<file path="src/ckdm_pkg.sv">
// shared types and constants of the card key derivation mixer
// the round table of the byte mixing function; no dependencies
package ckdm_pkg;

  localparam int unsigned ByteW     = 8;
  localparam int unsigned NumBytes  = 4;
  localparam int unsigned WordW     = ByteW * NumBytes;
  localparam int unsigned NumRounds = 8;

  typedef logic [WordW-1:0] word_t;
  typedef logic [ByteW-1:0] byte_t;
  typedef logic [1:0]       byte_idx_t;

  typedef struct packed {
    byte_idx_t a;
    byte_idx_t b;
    byte_idx_t p;
    byte_idx_t q;
    byte_idx_t ca;
    byte_idx_t cb;
    byte_idx_t dst;
  } mix_round_t;

  localparam mix_round_t MixRounds [NumRounds] = '{
    '{a: 2'd2, b: 2'd3, p: 2'd0, q: 2'd1, ca: 2'd0, cb: 2'd1, dst: 2'd0},
    '{a: 2'd0, b: 2'd1, p: 2'd1, q: 2'd2, ca: 2'd2, cb: 2'd3, dst: 2'd2},
    '{a: 2'd1, b: 2'd0, p: 2'd2, q: 2'd3, ca: 2'd3, cb: 2'd2, dst: 2'd2},
    '{a: 2'd2, b: 2'd3, p: 2'd0, q: 2'd3, ca: 2'd1, cb: 2'd0, dst: 2'd0},
    '{a: 2'd3, b: 2'd2, p: 2'd0, q: 2'd3, ca: 2'd1, cb: 2'd0, dst: 2'd0},
    '{a: 2'd0, b: 2'd1, p: 2'd2, q: 2'd3, ca: 2'd3, cb: 2'd2, dst: 2'd2},
    '{a: 2'd1, b: 2'd0, p: 2'd1, q: 2'd2, ca: 2'd3, cb: 2'd2, dst: 2'd2},
    '{a: 2'd2, b: 2'd3, p: 2'd0, q: 2'd1, ca: 2'd1, cb: 2'd0, dst: 2'd0}
  };

endpackage

</file>
<file path="src/ckdm_if.sv">
// valid/ready channels of the card key derivation mixer
// depends on ckdm_pkg for the word type
interface ckdm_text_if;
  logic            valid;
  logic            ready;
  ckdm_pkg::word_t card_text;

  modport source (output valid, output card_text, input ready);
  modport sink   (input valid, input card_text, output ready);
endinterface

interface ckdm_key_if;
  logic            valid;
  logic            ready;
  ckdm_pkg::word_t key_plain_half;
  ckdm_pkg::word_t key_inverted_half;

  modport source (output valid, output key_plain_half, output key_inverted_half,
                  input ready);
  modport sink   (input valid, input key_plain_half, input key_inverted_half,
                  output ready);
endinterface

interface ckdm_cfg_if;
  logic            valid;
  logic            ready;
  ckdm_pkg::word_t work_key;

  modport source (output valid, output work_key, input ready);
  modport sink   (input valid, input work_key, output ready);
endinterface

</file>
<file path="src/ckdm_mix.sv">
// eight-round byte mixing of one 32-bit word under the work key
// depends on ckdm_pkg for the round table
module ckdm_mix (
  input  ckdm_pkg::word_t work_key_i,
  input  ckdm_pkg::word_t data_i,
  output ckdm_pkg::word_t mixed_o
);

  always_comb begin
    ckdm_pkg::byte_t    k [ckdm_pkg::NumBytes];
    ckdm_pkg::byte_t    y [ckdm_pkg::NumBytes];
    ckdm_pkg::byte_t    kx;
    ckdm_pkg::byte_t    ks;
    ckdm_pkg::byte_t    m;
    ckdm_pkg::byte_t    n;
    ckdm_pkg::mix_round_t r;
    for (int i = 0; i < ckdm_pkg::NumBytes; i++) begin
      k[i] = work_key_i[i*ckdm_pkg::ByteW +: ckdm_pkg::ByteW];
      y[i] = data_i[i*ckdm_pkg::ByteW +: ckdm_pkg::ByteW];
    end
    for (int j = 0; j < ckdm_pkg::NumRounds; j++) begin
      r  = ckdm_pkg::MixRounds[j];
      kx = k[r.p] ^ k[r.q];
      ks = k[r.p] + k[r.q];
      m  = (y[r.a] + kx) ^ y[r.ca];
      n  = (ks + y[r.b]) ^ y[r.cb];
      y[r.dst]        = m;
      y[r.dst + 2'd1] = n;
    end
    for (int i = 0; i < ckdm_pkg::NumBytes; i++) begin
      mixed_o[i*ckdm_pkg::ByteW +: ckdm_pkg::ByteW] = y[i];
    end
  end

endmodule

</file>
<file path="src/card_key_derivation_mixer_core.sv">
// top level of the card key derivation mixer: input and result registers
// depends on ckdm_pkg, ckdm_if and ckdm_mix
//
//   channel  | dir | payload                              | transfer
//   cfg_if   | in  | work_key                             | valid & ready
//   text_if  | in  | card_text                            | valid & ready
//   key_if   | out | key_plain_half, key_inverted_half    | valid & ready
//
// one item per cycle while the result is not stalled; a transfer in passes through
// the text register and then the result register before its result is offered
// the mixing network sits between the text register and the result register
// reset clears both valid flags and the work key
// a stalled result holds; one more item can wait in the text register
// cfg_if is always ready
module card_key_derivation_mixer_core (
  input  logic       clk_i,
  input  logic       rst_ni,
  ckdm_cfg_if.sink   cfg_if,
  ckdm_text_if.sink  text_if,
  ckdm_key_if.source key_if
);

  ckdm_pkg::word_t work_key_q;
  ckdm_pkg::word_t text_q;
  logic            text_valid_q;
  ckdm_pkg::word_t plain_q;
  ckdm_pkg::word_t inverted_q;
  logic            key_valid_q;
  ckdm_pkg::word_t plain_mix;
  ckdm_pkg::word_t inverted_mix;
  logic            key_load;
  logic            text_load;

  assign cfg_if.ready = 1'b1;

  always_ff @(posedge clk_i or negedge rst_ni) begin
    if (!rst_ni) begin
      work_key_q <= '0;
    end else if (cfg_if.valid) begin
      work_key_q <= cfg_if.work_key;
    end
  end

  assign key_load      = text_valid_q && (!key_valid_q || key_if.ready);
  assign text_load     = text_if.valid && text_if.ready;
  assign text_if.ready = !text_valid_q || !key_valid_q || key_if.ready;

  always_ff @(posedge clk_i or negedge rst_ni) begin
    if (!rst_ni) begin
      text_valid_q <= 1'b0;
    end else if (text_if.ready) begin
      text_valid_q <= text_if.valid;
    end
  end

  always_ff @(posedge clk_i) begin
    if (text_load) begin
      text_q <= text_if.card_text;
    end
  end

  ckdm_mix u_mix_plain (
    .work_key_i (work_key_q),
    .data_i     (text_q),
    .mixed_o    (plain_mix)
  );

  ckdm_mix u_mix_inverted (
    .work_key_i (work_key_q),
    .data_i     (~text_q),
    .mixed_o    (inverted_mix)
  );

  always_ff @(posedge clk_i or negedge rst_ni) begin
    if (!rst_ni) begin
      key_valid_q <= 1'b0;
    end else if (!key_valid_q || key_if.ready) begin
      key_valid_q <= text_valid_q;
    end
  end

  always_ff @(posedge clk_i) begin
    if (key_load) begin
      plain_q    <= plain_mix;
      inverted_q <= inverted_mix;
    end
  end

  assign key_if.valid             = key_valid_q;
  assign key_if.key_plain_half    = plain_q;
  assign key_if.key_inverted_half = inverted_q;

endmodule

</file>
<file path="src/flat_wrapper.sv">
// flat-port wrapper written by rule: the top's interface ports become plain ports
module card_key_derivation_mixer_core_flat 
  (clk_i, rst_ni, cfg_if_valid, cfg_if_work_key, cfg_if_ready, text_if_valid, text_if_card_text, text_if_ready, key_if_valid, key_if_key_plain_half, key_if_key_inverted_half, key_if_ready);
  ckdm_cfg_if cfg_if_i ();
  ckdm_text_if text_if_i ();
  ckdm_key_if key_if_i ();
  input  logic clk_i;
  input  logic rst_ni;
  input wire logic [$bits(cfg_if_i.valid)-1:0] cfg_if_valid;
  input wire logic [$bits(cfg_if_i.work_key)-1:0] cfg_if_work_key;
  output wire logic [$bits(cfg_if_i.ready)-1:0] cfg_if_ready;
  input wire logic [$bits(text_if_i.valid)-1:0] text_if_valid;
  input wire logic [$bits(text_if_i.card_text)-1:0] text_if_card_text;
  output wire logic [$bits(text_if_i.ready)-1:0] text_if_ready;
  output wire logic [$bits(key_if_i.valid)-1:0] key_if_valid;
  output wire logic [$bits(key_if_i.key_plain_half)-1:0] key_if_key_plain_half;
  output wire logic [$bits(key_if_i.key_inverted_half)-1:0] key_if_key_inverted_half;
  input wire logic [$bits(key_if_i.ready)-1:0] key_if_ready;
  assign cfg_if_i.valid = cfg_if_valid;
  assign cfg_if_i.work_key = cfg_if_work_key;
  assign cfg_if_ready = cfg_if_i.ready;
  assign text_if_i.valid = text_if_valid;
  assign text_if_i.card_text = text_if_card_text;
  assign text_if_ready = text_if_i.ready;
  assign key_if_valid = key_if_i.valid;
  assign key_if_key_plain_half = key_if_i.key_plain_half;
  assign key_if_key_inverted_half = key_if_i.key_inverted_half;
  assign key_if_i.ready = key_if_ready;
  card_key_derivation_mixer_core u_core (.clk_i(clk_i), .rst_ni(rst_ni), .cfg_if(cfg_if_i), .text_if(text_if_i), .key_if(key_if_i));
endmodule
</file>
<file path="config.mk">
export PLATFORM = sky130hd
export DESIGN_NAME = card_key_derivation_mixer_core_flat
export DESIGN_NICKNAME = d
export VERILOG_FILES = /design/src/ckdm_pkg.sv /design/src/ckdm_if.sv /design/src/ckdm_mix.sv /design/src/card_key_derivation_mixer_core.sv /design/src/flat_wrapper.sv
export SDC_FILE = /design/constraint.sdc
export NUM_CORES = 1
export LEC_CHECK = 0
export BUFFER_PORTS_ARGS = -buffer_cell sky130_fd_sc_hd__buf_4
export CORE_UTILIZATION = 40
export CTS_BUF_LIST = sky130_fd_sc_hd__clkbuf_4 sky130_fd_sc_hd__clkbuf_8
export DETAILED_ROUTE_END_ITERATION = 6
export PLACE_DENSITY = 0.58
export SYNTH_ARGS = -nofsm -noshare
export SYNTH_HDL_FRONTEND = slang
export SYNTH_SLANG_ARGS = --single-unit
</file>
<file path="constraint.sdc">
create_clock -name clk_i -period 16.1 [get_ports clk_i]
set_clock_uncertainty 0.2 [all_clocks]
set_input_delay 1.61 -clock clk_i [delete_from_list [all_inputs] [get_ports clk_i]]
set_output_delay 1.61 -clock clk_i [all_outputs]
set_load 0.05 [all_outputs]
</file>
==> summary.md <==
| Metric | Value |
|---|---|
| Fillcell total | 3460 |
| Synthesized Nets | 1774 |
| Synth warn | 0 |
| Vias in the first global route | 11700 |
| Maximum level of the CTS H-tree | 4 |
| Post-synth EDFFs | 96 |
| Placed Area | 0.0165 sq mm |
| Reg-to-reg startpoint | u_core.work_key_q[10] |
| Design area | approximately 0.017 sq mm |
| M3 GR Usage | under 10% |
| Crit Path Max Fanout | 8 |
| Initial DRC Count | 504 |
| Tmin final | 9.43 ns |
| Site Rows | 70 |
| Dpl hpwl | 36000 um |
| Number of nets in the layout | around 1900 |
| Most frequent cells in the layout | xnor2_1 (319), ha_1 (240), buf_4 (135), a21o_1 (113), a21oi_1 (104) |
| First-pass GRT wire length | 65300 um |
| Ys async rst share | 23.8% |
| Status | finished with violations |
| Gates resized, CTS repair | 0 |
| Largest net degree at the start of global routing | 65 |
| RR Endpoint | u_core.key_if.key_inverted_half[7] |
| Core ar. | 0.0367 sq mm |
| Hold Buf Count CTS | 0 |
| Max Freq | 106 MHz |
| Die height | 195 um |
| Post-route ant nets | 0 |
| GR Layer Usage met2 | between 40% and 50% |
| Hold worst-path end | u_core.key_if.valid |
| Routability congestion estimate | 0.922 |
| Fin crit share | 58.6% |
| Setup WS pre-CTS | 6.72 ns |
| Setup crit start kind | flop |
| Final Slew Violations | 0 |
| Seq cells post-synth | 126 |
| CP Data Required Time | 16.16 ns |
| Die Wd | 195 um |
| CP most frequent cell | xnor2_1 |
| I/O Buffers | 130 |
| Die ar. | around 0.038 sq mm |
| Grt ovf | 0 |
| Syn Inst Count | 1429 |
| Clk root buf | clkbuf_8 |
| Max Cap Violations | 0 |
| GRT met1 Usage | around 28% |
| Vias per inst | 5.42 |
| R2r setup slk | 6.67 ns |
| Routed wire length | 42700 um |
| Ports | 136 |
| DRC Markers | 2 |
| Hold crit path type | flop to flop |
| Clk slew on worst S/H paths | 0.08 ns |
| Final setup TNS | 0 ns |
| Fin. Hold Viols | 0 |
| CTS Buf Count | 17 |
| Initial antenna violation count | 0 |
| CP Class | flop to flop |
| Area grow syn2layout | 13.3% |
| Avg Cell Area, Syn | 10.5 sq um |
| Fin util | 46.2% |
| Distinct cells, synth | 62 |
| Crit. End Element | flop |
| Worst path slowest cell | xnor2_1 |
| GR Util All Layers | 23.1% |
| HP Start | u_core.text_valid_q |
| CTS tree | yes |
| RSZ-0062 raised after global routing | no |
| Slew @ Worst Pin | 0.926 ns |
| Pre-Repair DR Iteration Count | 7 |
| Post-synthesis cell area | 0.0150 sq mm |
| Hold path depth | 1 |
| Violated checks | DRC |
| CP top delay family | XOR/XNOR gates |
| Routed len/inst | 20.8 um |
| Longest Clk Path Bufs | 2 |
| Setup Fix Bufs, Post-CTS | 0 |
| CP arrival | 9.49 ns |
| Top_reg_cell synth | edfxtp_1 |
| Crit path buf inv count | 0 |
| GR peak layer | met2 |
| Crit-path max cell delay | 0.69 ns |
| Worst reg2reg path depth | 31 |
| Slew HR | around two fifths |
| Via Count | 11200 |
| # diodes | 0 |
| Initial Utilization | around two fifths |
| Finish-stage setup viols | 0 |
| Seq/Total Area, Yosys | 24.3% |
| Worst Slack Setup Final | about 6.7 ns |
| CTS sink cnt | 126 |
| Most common cell after layout, fill and taps aside | xnor2_1 |
| Worst-Skew Late Latency | 0.51 ns |
| Layout cells sized above 1 | 13.5% |
## layout make-up
cell class	instances	area, sq um	area share, %
inverters	67	251	1.48
multi-input cells	1229	11100	65.2
clock buffers	19	262	1.54
well taps	468	586	3.45
repair buffers	135	1010	5.97
flip-flops and latches	126	3630	21.4
clock inverters	13	163	0.959
## routing by layer
layer  vias to the layer above  wire length (um)
met5                         -                 0
met1                      5444             18400
met3                        60              1360
met2                       222             21900
li1                       5424                 -
met4                         0              1040
## per-stage QoR
step                      std cells  hold WS, ns
final                          2057        0.303
after global routing           2057        0.347
after CTS                      2057        0.309
after detailed placement       2025        0.280
after global placement         2025        0.270
after floorplan                1429        0.249
## logic make-up (layout without fill, tap and decap cells)
kind of cell / after synthesis / in the layout / synth area share, %
adder cells (fa/ha/maj): 277 / 277 / 24.9
flip-flops: 126 / 126 / 24.3
buffers and inverters: 74 / 234 / 1.89
AND/OR/NAND/NOR: 142 / 142 / 4.82
other: 1 / 1 / 0.0250
XOR/XNOR: 418 / 418 / 25.9
multiplexers: 28 / 28 / 2.11
AO/OA/AOI/OAI: 363 / 363 / 16.1
## state kept, by name, indices dropped and copies added (netlist names)
| signal | count |
|---|---|
| u_core.text_q | 32 |
| u_core.key_if.valid | 1 |
| u_core.key_if.key_plain_half | 32 |
| u_core.text_valid_q | 1 |
| u_core.work_key_q | 28 |
| u_core.key_if.key_inverted_half | 32 |
## synth_stat cells (29+ instances only)
master | n | share of area, %
xor2_1 | 83 | 4.9
a21o_1 | 113 | 5.7
fa_1 | 36 | 4.8
nor2_1 | 53 | 1.3
ha_1 | 240 | 20
a21oi_1 | 104 | 3.5
inv_1 | 67 | 1.7
dfrtp_1 | 30 | 5.0
edfxtp_1 | 96 | 19
xnor2_1 | 319 | 19
o21ai_0 | 50 | 1.7
o21bai_1 | 29 | 1.5
## worst max path at each step
| stage | start | cells past startpoint | to | slack [ns] |
|---|---|---|---|---|
| floorplan | u_core.work_key_q[0] | 28 | u_core.key_if.key_inverted_half[7] | 8.38 |
| global placement | u_core.work_key_q[0] | 32 | u_core.key_if.key_inverted_half[7] | 6.93 |
| detailed placement | u_core.work_key_q[0] | 32 | u_core.key_if.key_inverted_half[7] | 6.72 |
| CTS | u_core.work_key_q[0] | 32 | u_core.key_if.key_inverted_half[7] | 6.72 |
| global route | u_core.work_key_q[2] | 31 | u_core.key_if.key_inverted_half[7] | 6.20 |
| finish | u_core.work_key_q[10] | 31 | u_core.key_if.key_inverted_half[7] | 6.67 |
Power is not shown: default switching activity piles up to over one toggle a cycle in this logic, so the estimate is an artifact.
